[src/rtl/core/mret_pkg.sv]
// package for the mouse report event tracker: widths, register indexes, helpers
`timescale 1ns / 1ps
`default_nettype none
package mret_pkg;

  localparam int unsigned BUTTONS    = 5;
  localparam int unsigned COORD_BITS = 13;

  localparam int unsigned STAMP_W    = 32;
  localparam int unsigned THR_W      = 8;
  localparam int unsigned CLICK_W    = 3;
  localparam int unsigned EVENT_W    = 2;
  localparam int unsigned CFG_IDX_W  = 3;
  localparam int unsigned CFG_DATA_W = 32;

  // squared distance and squared thresholds
  localparam int unsigned DIST_W     = 2 * COORD_BITS + 1;
  localparam int unsigned THR_SQ_W   = 2 * THR_W + 1;
  localparam int unsigned PRESS_W    = $clog2(BUTTONS + 1);
  localparam int unsigned CSUM_W     = CLICK_W + PRESS_W + 1;

  typedef logic [COORD_BITS-1:0] coord_t;
  typedef logic [BUTTONS-1:0]    btn_t;
  typedef logic [DIST_W-1:0]     dist_t;
  typedef logic [THR_SQ_W-1:0]   thr_sq_t;

  typedef enum logic [CFG_IDX_W-1:0] {
    CFG_LEFT_HANDED   = 3'd0,
    CFG_MOVE_THR      = 3'd1,
    CFG_DRAG_THR      = 3'd2,
    CFG_CLICK_TOL     = 3'd3,
    CFG_DCLICK_TICKS  = 3'd4,
    CFG_MAX_CLICKS    = 3'd5
  } cfg_reg_e;

  // squared euclidean distance between two points
  function automatic dist_t dist_sq(coord_t ax, coord_t ay, coord_t bx, coord_t by);
    coord_t                    dx;
    coord_t                    dy;
    logic [2*COORD_BITS-1:0]   sx;
    logic [2*COORD_BITS-1:0]   sy;
    dx = (ax > bx) ? ax - bx : bx - ax;
    dy = (ay > by) ? ay - by : by - ay;
    sx = (2*COORD_BITS)'(dx) * (2*COORD_BITS)'(dx);
    sy = (2*COORD_BITS)'(dy) * (2*COORD_BITS)'(dy);
    return DIST_W'(sx) + DIST_W'(sy);
  endfunction

endpackage
`default_nettype wire

[src/rtl/core/mret_in_if.sv]
// input channel: one raw mouse report per item
`timescale 1ns / 1ps
`default_nettype none
interface mret_in_if;
  logic                               valid;
  logic                               ready;
  logic [mret_pkg::COORD_BITS-1:0]    pos_x;
  logic [mret_pkg::COORD_BITS-1:0]    pos_y;
  logic [mret_pkg::BUTTONS-1:0]       buttons;
  logic [mret_pkg::STAMP_W-1:0]       stamp;

  modport source (output valid, output pos_x, output pos_y, output buttons,
                  output stamp, input ready);
  modport sink   (input valid, input pos_x, input pos_y, input buttons,
                  input stamp, output ready);
endinterface
`default_nettype wire

[src/rtl/core/mret_out_if.sv]
// output channel: event flags and click state per report
`timescale 1ns / 1ps
`default_nettype none
interface mret_out_if;
  logic                             valid;
  logic                             ready;
  logic                             moved;
  logic                             left_down;
  logic                             left_up;
  logic [mret_pkg::CLICK_W-1:0]     click_count;
  logic                             dragging;
  logic [mret_pkg::EVENT_W-1:0]     event_count;

  modport source (output valid, output moved, output left_down, output left_up,
                  output click_count, output dragging, output event_count,
                  input ready);
  modport sink   (input valid, input moved, input left_down, input left_up,
                  input click_count, input dragging, input event_count,
                  output ready);
endinterface
`default_nettype wire

[src/rtl/core/mouse_report_event_tracker_top.sv]
// mouse report event tracker: move, button edge, multi-click and drag detection
`timescale 1ns / 1ps
`default_nettype none
// Each item on in_i is one raw mouse report (position, physical button mask,
// timestamp); each produces exactly one item on out_o with the move flag,
// logical left down/up flags, the multi-click count, the drag state and the
// number of events posted. The block has an input register and a result
// register with combinational logic between them, and a new report is taken
// every cycle while out_o is not stalled; the tracker state (last position,
// previous mask, click and press points) is updated in the same cycle the
// result is registered, which is what lets reports follow back to back.
// Distances are compared squared against squared thresholds, which are
// worked out when a threshold register is written, so the per-report path
// is one 13x13 square per axis, an add and a compare. The user must write
// configuration registers through cfg_we_i / cfg_idx_i / cfg_data_i only
// while no report is in flight; the block itself does not enforce this.
// Unknown indexes are ignored.
module mouse_report_event_tracker_top (
  input  wire                                clk_i,
  input  wire                                rst_ni,
  input  wire                                cfg_we_i,
  input  wire [mret_pkg::CFG_IDX_W-1:0]      cfg_idx_i,
  input  wire [mret_pkg::CFG_DATA_W-1:0]     cfg_data_i,
  mret_in_if.sink                            in_i,
  mret_out_if.source                         out_o
);
  import mret_pkg::*;

  // configuration, with squared thresholds kept alongside
  logic                 left_handed_q;
  thr_sq_t              move_sq_q,  move_sq_d;
  thr_sq_t              drag_sq_q,  drag_sq_d;
  thr_sq_t              tol1_sq_q,  tol1_sq_d;
  logic [STAMP_W-1:0]   dclick_ticks_q;
  logic [CLICK_W-1:0]   max_clicks_q;
  logic [THR_W-1:0]     cfg_thr;
  logic [THR_W:0]       cfg_thr1;

  // input register
  logic                 s1_valid_q;
  coord_t               s1_x_q, s1_y_q;
  btn_t                 s1_btn_q;
  logic [STAMP_W-1:0]   s1_stamp_q;

  // tracker state
  coord_t               cur_x_q, cur_y_q;
  btn_t                 prev_btn_q;
  coord_t               click_x_q, click_y_q;
  logic [STAMP_W-1:0]   click_time_q;
  logic [CLICK_W-1:0]   clicks_q, clicks_d;
  coord_t               press_x_q, press_y_q;
  logic                 drag_q, drag_d;

  // result register
  logic                 out_valid_q;
  logic                 moved_q, moved_d;
  logic                 down_q, down_d;
  logic                 up_q, up_d;
  logic [EVENT_W-1:0]   events_q, events_d;

  logic                 advance;
  btn_t                 changes, presses, releases;
  logic                 left_sel;
  logic [PRESS_W-1:0]   n_press;
  logic                 gate;
  logic [CSUM_W-1:0]    csum;
  logic [CSUM_W-1:0]    cmax;
  coord_t               px, py;
  dist_t                move_d2, click_d2, drag_d2;
  logic [STAMP_W-1:0]   dt;

  // handshake: the result register drains while the input register refills
  assign advance    = s1_valid_q && (!out_valid_q || out_o.ready);
  assign in_i.ready = !s1_valid_q || advance;

  // squared thresholds from the write data
  assign cfg_thr  = cfg_data_i[THR_W-1:0];
  assign cfg_thr1 = {1'b0, cfg_thr} + (THR_W+1)'(1);

  always_comb begin
    move_sq_d = move_sq_q;
    drag_sq_d = drag_sq_q;
    tol1_sq_d = tol1_sq_q;
    if (cfg_we_i) begin
      unique case (cfg_idx_i)
        CFG_MOVE_THR:  move_sq_d = THR_SQ_W'(cfg_thr) * THR_SQ_W'(cfg_thr);
        CFG_DRAG_THR:  drag_sq_d = THR_SQ_W'(cfg_thr) * THR_SQ_W'(cfg_thr);
        CFG_CLICK_TOL: tol1_sq_d = THR_SQ_W'(cfg_thr1) * THR_SQ_W'(cfg_thr1);
        default: ;
      endcase
    end
  end

  always_ff @(posedge clk_i or negedge rst_ni) begin
    if (!rst_ni) begin
      left_handed_q  <= 1'b0;
      move_sq_q      <= THR_SQ_W'(1);
      drag_sq_q      <= THR_SQ_W'(16);
      tol1_sq_q      <= THR_SQ_W'(25);
      dclick_ticks_q <= STAMP_W'(30);
      max_clicks_q   <= CLICK_W'(3);
    end else begin
      move_sq_q <= move_sq_d;
      drag_sq_q <= drag_sq_d;
      tol1_sq_q <= tol1_sq_d;
      if (cfg_we_i) begin
        unique case (cfg_idx_i)
          CFG_LEFT_HANDED:  left_handed_q  <= cfg_data_i[0];
          CFG_DCLICK_TICKS: dclick_ticks_q <= cfg_data_i[STAMP_W-1:0];
          CFG_MAX_CLICKS:   max_clicks_q   <= cfg_data_i[CLICK_W-1:0];
          default: ;
        endcase
      end
    end
  end

  // input register
  always_ff @(posedge clk_i or negedge rst_ni) begin
    if (!rst_ni) begin
      s1_valid_q <= 1'b0;
    end else if (in_i.ready) begin
      s1_valid_q <= in_i.valid;
    end
  end

  always_ff @(posedge clk_i) begin
    if (in_i.valid && in_i.ready) begin
      s1_x_q     <= in_i.pos_x;
      s1_y_q     <= in_i.pos_y;
      s1_btn_q   <= in_i.buttons;
      s1_stamp_q <= in_i.stamp;
    end
  end

  // report processing
  always_comb begin
    // move test against the last position
    move_d2 = dist_sq(cur_x_q, cur_y_q, s1_x_q, s1_y_q);
    moved_d = ((s1_x_q != cur_x_q) || (s1_y_q != cur_y_q)) &&
              (move_d2 >= DIST_W'(move_sq_q));

    // button edges against the previous report
    changes  = s1_btn_q ^ prev_btn_q;
    presses  = changes & s1_btn_q;
    releases = changes & ~s1_btn_q;
    left_sel = left_handed_q;
    down_d   = left_sel ? presses[1]  : presses[0];
    up_d     = left_sel ? releases[1] : releases[0];
    n_press  = PRESS_W'($countones(presses));

    // multi-click: first press is gated, every further press in the same
    // report always passes the gate
    dt       = s1_stamp_q - click_time_q;
    click_d2 = dist_sq(s1_x_q, s1_y_q, click_x_q, click_y_q);
    gate     = (dt <= dclick_ticks_q) && (click_d2 < DIST_W'(tol1_sq_q));
    csum     = (gate ? CSUM_W'(clicks_q) : CSUM_W'(0)) + CSUM_W'(n_press);
    cmax     = CSUM_W'(max_clicks_q);
    if (n_press == '0) begin
      clicks_d = clicks_q;
    end else if (!gate && (n_press == PRESS_W'(1))) begin
      clicks_d = CLICK_W'(1);
    end else if (csum > cmax) begin
      clicks_d = max_clicks_q;
    end else begin
      clicks_d = csum[CLICK_W-1:0];
    end

    // press point follows a logical left press in this report
    px = down_d ? s1_x_q : press_x_q;
    py = down_d ? s1_y_q : press_y_q;

    // any release ends a drag; physical button one held far enough starts one
    drag_d2 = dist_sq(px, py, s1_x_q, s1_y_q);
    drag_d  = drag_q && !(|releases);
    if (s1_btn_q[0] && !drag_d) begin
      drag_d = (drag_d2 >= DIST_W'(drag_sq_q));
    end

    events_d = EVENT_W'(moved_d) + EVENT_W'(down_d) + EVENT_W'(up_d);
  end

  // tracker state
  always_ff @(posedge clk_i or negedge rst_ni) begin
    if (!rst_ni) begin
      cur_x_q      <= '0;
      cur_y_q      <= '0;
      prev_btn_q   <= '0;
      click_x_q    <= '0;
      click_y_q    <= '0;
      click_time_q <= '0;
      clicks_q     <= '0;
      press_x_q    <= '0;
      press_y_q    <= '0;
      drag_q       <= 1'b0;
    end else if (advance) begin
      cur_x_q    <= s1_x_q;
      cur_y_q    <= s1_y_q;
      prev_btn_q <= s1_btn_q;
      clicks_q   <= clicks_d;
      press_x_q  <= px;
      press_y_q  <= py;
      drag_q     <= drag_d;
      if (|presses) begin
        click_x_q    <= s1_x_q;
        click_y_q    <= s1_y_q;
        click_time_q <= s1_stamp_q;
      end
    end
  end

  // result register
  always_ff @(posedge clk_i or negedge rst_ni) begin
    if (!rst_ni) begin
      out_valid_q <= 1'b0;
    end else if (advance) begin
      out_valid_q <= 1'b1;
    end else if (out_o.ready) begin
      out_valid_q <= 1'b0;
    end
  end

  always_ff @(posedge clk_i) begin
    if (advance) begin
      moved_q  <= moved_d;
      down_q   <= down_d;
      up_q     <= up_d;
      events_q <= events_d;
    end
  end

  assign out_o.valid       = out_valid_q;
  assign out_o.moved       = moved_q;
  assign out_o.left_down   = down_q;
  assign out_o.left_up     = up_q;
  assign out_o.click_count = clicks_q;
  assign out_o.dragging    = drag_q;
  assign out_o.event_count = events_q;

endmodule
`default_nettype wire

[src/flat_wrapper.sv]
// flat-port wrapper written by rule: the top's interface ports become plain ports
module mouse_report_event_tracker_top_flat import mret_pkg::*;
  (clk_i, rst_ni, cfg_we_i, cfg_idx_i, cfg_data_i, in_i_valid, in_i_pos_x, in_i_pos_y, in_i_buttons, in_i_stamp, in_i_ready, out_o_valid, out_o_moved, out_o_left_down, out_o_left_up, out_o_click_count, out_o_dragging, out_o_event_count, out_o_ready);
  mret_in_if in_i_i ();
  mret_out_if out_o_i ();
  input  wire clk_i;
  input  wire rst_ni;
  input  wire cfg_we_i;
  input  wire [mret_pkg::CFG_IDX_W-1:0] cfg_idx_i;
  input  wire [mret_pkg::CFG_DATA_W-1:0] cfg_data_i;
  input wire logic [$bits(in_i_i.valid)-1:0] in_i_valid;
  input wire logic [$bits(in_i_i.pos_x)-1:0] in_i_pos_x;
  input wire logic [$bits(in_i_i.pos_y)-1:0] in_i_pos_y;
  input wire logic [$bits(in_i_i.buttons)-1:0] in_i_buttons;
  input wire logic [$bits(in_i_i.stamp)-1:0] in_i_stamp;
  output wire logic [$bits(in_i_i.ready)-1:0] in_i_ready;
  output wire logic [$bits(out_o_i.valid)-1:0] out_o_valid;
  output wire logic [$bits(out_o_i.moved)-1:0] out_o_moved;
  output wire logic [$bits(out_o_i.left_down)-1:0] out_o_left_down;
  output wire logic [$bits(out_o_i.left_up)-1:0] out_o_left_up;
  output wire logic [$bits(out_o_i.click_count)-1:0] out_o_click_count;
  output wire logic [$bits(out_o_i.dragging)-1:0] out_o_dragging;
  output wire logic [$bits(out_o_i.event_count)-1:0] out_o_event_count;
  input wire logic [$bits(out_o_i.ready)-1:0] out_o_ready;
  assign in_i_i.valid = in_i_valid;
  assign in_i_i.pos_x = in_i_pos_x;
  assign in_i_i.pos_y = in_i_pos_y;
  assign in_i_i.buttons = in_i_buttons;
  assign in_i_i.stamp = in_i_stamp;
  assign in_i_ready = in_i_i.ready;
  assign out_o_valid = out_o_i.valid;
  assign out_o_moved = out_o_i.moved;
  assign out_o_left_down = out_o_i.left_down;
  assign out_o_left_up = out_o_i.left_up;
  assign out_o_click_count = out_o_i.click_count;
  assign out_o_dragging = out_o_i.dragging;
  assign out_o_event_count = out_o_i.event_count;
  assign out_o_i.ready = out_o_ready;
  mouse_report_event_tracker_top u_core (.clk_i(clk_i), .rst_ni(rst_ni), .cfg_we_i(cfg_we_i), .cfg_idx_i(cfg_idx_i), .cfg_data_i(cfg_data_i), .in_i(in_i_i), .out_o(out_o_i));
endmodule
[config.mk]
export PLATFORM = sky130hd
export DESIGN_NAME = mouse_report_event_tracker_top_flat
export DESIGN_NICKNAME = d
export VERILOG_FILES = /design/src/rtl/core/mret_pkg.sv /design/src/rtl/core/mret_in_if.sv /design/src/rtl/core/mret_out_if.sv /design/src/rtl/core/mouse_report_event_tracker_top.sv /design/src/flat_wrapper.sv
export SDC_FILE = /design/constraint.sdc
export NUM_CORES = 2
export LEC_CHECK = 0
export ABC_AREA = 1
export BUFFER_PORTS_ARGS = -buffer_cell sky130_fd_sc_hd__buf_2
export CAP_MARGIN = 20
export CORE_MARGIN = 2
export CORE_UTILIZATION = 50
export CTS_BUF_LIST = sky130_fd_sc_hd__clkbuf_16
export DETAILED_ROUTE_END_ITERATION = 10
export GPL_TIMING_DRIVEN = 1
export MAX_ROUTING_LAYER = met4
export PLACE_DENSITY = 0.66
export SLEW_MARGIN = 30
export SYNTH_ARGS = -nofsm -noshare
export SYNTH_HDL_FRONTEND = slang
export SYNTH_SLANG_ARGS = --single-unit
[constraint.sdc]
create_clock -name clk_i -period 13 [get_ports clk_i]
set_input_delay 0.65 -clock clk_i [delete_from_list [all_inputs] [get_ports clk_i]]
set_output_delay 0.65 -clock clk_i [all_outputs]
set_load 0.01 [all_outputs]
==> impl_results.md <==
* R2r setup slk at 1.40 ns
* Worst path slowest cell: edfxtp_1
* Status: complete, no violations
* Yosys reg bits at around 270
* Fillers at 10,400
* Final hold vios at 0
* Rows at 121
* Hpwl dp at between 100,000 and 150,000 um
* Hold buffers post-CTS at 0
* Most used cell along the critical path: nand2_1
* Via/cell ratio at 5.15
* Setup TNS at 0 ns
* Vias at 42,600
* Post-placement cell area at 0.0563 mm^2
* I/O Buffers at about 110
* RSZ-0062 raised after global routing: false
* Chip height at 334 um
* Cell area after layout at 0.0573 mm^2
* Worst min-delay path endpoint: u_core.s1_stamp_q[0]
* WP depth at 52
* Post-synth EDFFs at 68
* GP Congestion at 0.986
* Slew @ Worst Pin at 0.969 ns
* First drt pass iteration count at 6
* Max-slew violation count at 0
* Routed Antenna Nets at 0
* Pin count of the biggest net entering global routing at between 100 and 150
* H-tree depth at 1
* Ys async rst share at 74.9%
* Slew HR at 35.4%
* Unique masters post-synth at 64
* CP Capture Type: flop
* Post-synth top area share at 29.9%
* Crit start category: flop
* Origin of the worst min-delay path: in_i_stamp[0]
* Hold Crit Class: in -> reg
* Ranking of synthesized cells by area: fa_1 30%, ha_1 16%, inv_1 11%, dfrtp_1 8.8%, nand2_1 7.9%
* Critical Path AT at 12.14 ns
* Layout cell share with drive strength beyond 1 at roughly 4.6%
* Total Nets Final at about 8,400
* Routed wire length at 141,000 um
* Top cells by count, synth: 1,637 x inv_1, 1,154 x nand2_1, 814 x fa_1
* Clk Latency, worst-skew pair at 0.61 ns
* R2R Path End: u_core.out_o.click_count[0]
* Crit path max-delay family: adder cells
* Period utilization at between 80% and 90%
* Reg2Reg Depth at 52
* CP max stage delay at between 0.6 and 0.7 ns
* CTS Buf Count at 30
* TritonCTS clock tree: done
* Core footprint at around 0.11 mm^2
* Total congestion overflow at 0
* Clock-pin slew on the worst setup and hold paths at around 0.07 ns
* Gates resized, CTS repair at 0
* Worst path buffer plus inverter count at 7
* Skew final at 0.0306 ns
* CTS root buffer: clkbuf_16
* Post-synthesis cell area at 0.0546 mm^2
* Initial Util at 50.3%
* Vias in the first global route at 44,300
* Crit-path max FO at 11
* Mean post-synth cell area at 8.00 um^2
* Setup bufs post-CTS at 0
* Chip width at 334 um
* WHS Path Cells at 1
* Final min period at 11.60 ns
* Mapped Cells at 6,821
* Most common cell in the netlist: inv_1
* Wirelength per Cell at roughly 17 um
* Sink Count at between 200 and 300
* Most used DFF post-synth: dfrtp_1
* Req. time, crit path at 13.54 ns
* Final Setup Violations at 0
* Kind of critical path: reg -> reg
* Max Cap Violations at 0
* RR Startpoint: u_core.s1_y_q[1]
* # DRC at 0
* First-pass GRT wire length at 233,000 um
* Area growth from synthesis to layout at 5.06%
* GRT Total Usage at between 20 and 30%
* Max Fclk at 86.2 MHz
* # IOs at around 110
* Register area share after synthesis at about an eighth
* Initial antenna violation count at 7
* Initial DRC count at roughly 2,600
* Core Util, Final at ~53%
* Area leader, netlist: fa_1
* Synth warn at 0
* Die Area at 0.112 mm^2
* CTS max path bufs at 3
cells by family after synthesis:
kind of cell,count (synthesis),share of synthesized area [%]
other,2,0.0138
buffers and inverters,1809,13.0
XOR/XNOR,231,3.71
AO/OA/AOI/OAI,788,8.07
flip-flops,271,13.1
AND/OR/NAND/NOR,2220,16.5
adder cells (fa/ha/maj),1497,45.5
multiplexers,3,0.0573
layout make-up:
type / instances / area, um^2 / area share (%)
tap: 1414 / 1770 / 3.09
sequential: 271 / 7140 / 12.4
clock buffer: 31 / 776 / 1.35
antenna: 3 / 7.51 / 0.0131
timing repair buffer: 136 / 771 / 1.34
inverter: 1660 / 6230 / 10.9
clock inverter: 25 / 244 / 0.426
multi-input combinational: 4744 / 40400 / 70.5
layout by cell type (no fill, tap or decap), types with 8 or more instances in the layout:
master | synthesis | layout
inv_1 | 1637 | 1646
nand2_1 | 1154 | 1152
fa_1 | 814 | 814
nor2_1 | 735 | 735
ha_1 | 683 | 683
a21oi_1 | 328 | 328
o21ai_0 | 288 | 288
dfrtp_1 | 192 | 192
xor2_1 | 172 | 172
nand3_1 | 155 | 155
buf_2 | 35 | 112
edfxtp_1 | 68 | 68
xnor2_1 | 59 | 59
nand4_1 | 40 | 40
nor3_1 | 36 | 34
o21bai_1 | 33 | 33
clkbuf_16 | 0 | 31
nand2_2 | 28 | 29
nor2_2 | 22 | 22
inv_2 | 21 | 21
buf_4 | 36 | 21
a21o_1 | 18 | 18
o21ai_1 | 18 | 16
o21ai_2 | 16 | 16
a31oi_1 | 15 | 15
nand3b_1 | 13 | 13
o2111ai_1 | 12 | 12
o21a_1 | 11 | 11
dfstp_2 | 11 | 11
a221oi_1 | 10 | 10
or2_2 | 8 | 8
per-stage QoR:
stage / hold WS (ns) / cells / setup WS [ns]
finish: 0.217 / 8284 / 1.40
CTS: 0.152 / 8279 / 1.47
global placement: 0.463 / 8223 / 1.65
floorplan: 0.354 / 6824 / 3.22
detailed placement: 0.469 / 8223 / 1.48
global route: 0.188 / 8284 / 0.483
how the worst max path moves through the flow:
| stage | startpoint | to |
|---|---|---|
| after floorplan | u_core.s1_x_q[1] | u_core.out_o.click_count[1] |
| after global placement | u_core.s1_y_q[1] | u_core.out_o.click_count[1] |
| after detailed placement | u_core.s1_y_q[0] | u_core.out_o.click_count[0] |
| after CTS | u_core.s1_y_q[0] | u_core.out_o.click_count[0] |
| after global routing | u_core.s1_y_q[1] | u_core.out_o.click_count[1] |
| final | u_core.s1_y_q[1] | u_core.out_o.click_count[0] |
worst register-to-register path, delay by kind of cell, from the launching register on:
kind,cells,cell delay [ns]
AO/OA/AOI/OAI,11,1.75
XOR/XNOR,2,0.42
adder cells (fa/ha/maj),13,5.15
buffers and inverters,7,1.00
flip-flops,1,0.62
AND/OR/NAND/NOR,19,2.64
registers in the layout, indices dropped and copies added, names as in the netlist, 13 cells and up:
signal                 count
u_core.click_time_q       32
u_core.dclick_ticks_q     32
u_core.s1_stamp_q         32
u_core.tol1_sq_q          16
u_core.drag_sq_q          15
u_core.move_sq_q          15
u_core.click_x_q          13
u_core.click_y_q          13
u_core.cur_x_q            13
u_core.cur_y_q            13
u_core.press_x_q          13
u_core.press_y_q          13
u_core.s1_x_q             13
u_core.s1_y_q             13
layer usage:
layer | GRT usage [%] | vias up | wire length, um
met2 | 45.9 | 920 | 70400
li1 | - | 20700 | -
met1 | 34.9 | 20800 | 61800
met3 | 1.44 | 195 | 5520
met5 | - | - | 0
met4 | 6.26 | 0 | 3740
Power is not shown: default switching activity piles up to over one toggle a cycle in this logic, so the estimate is an artifact.
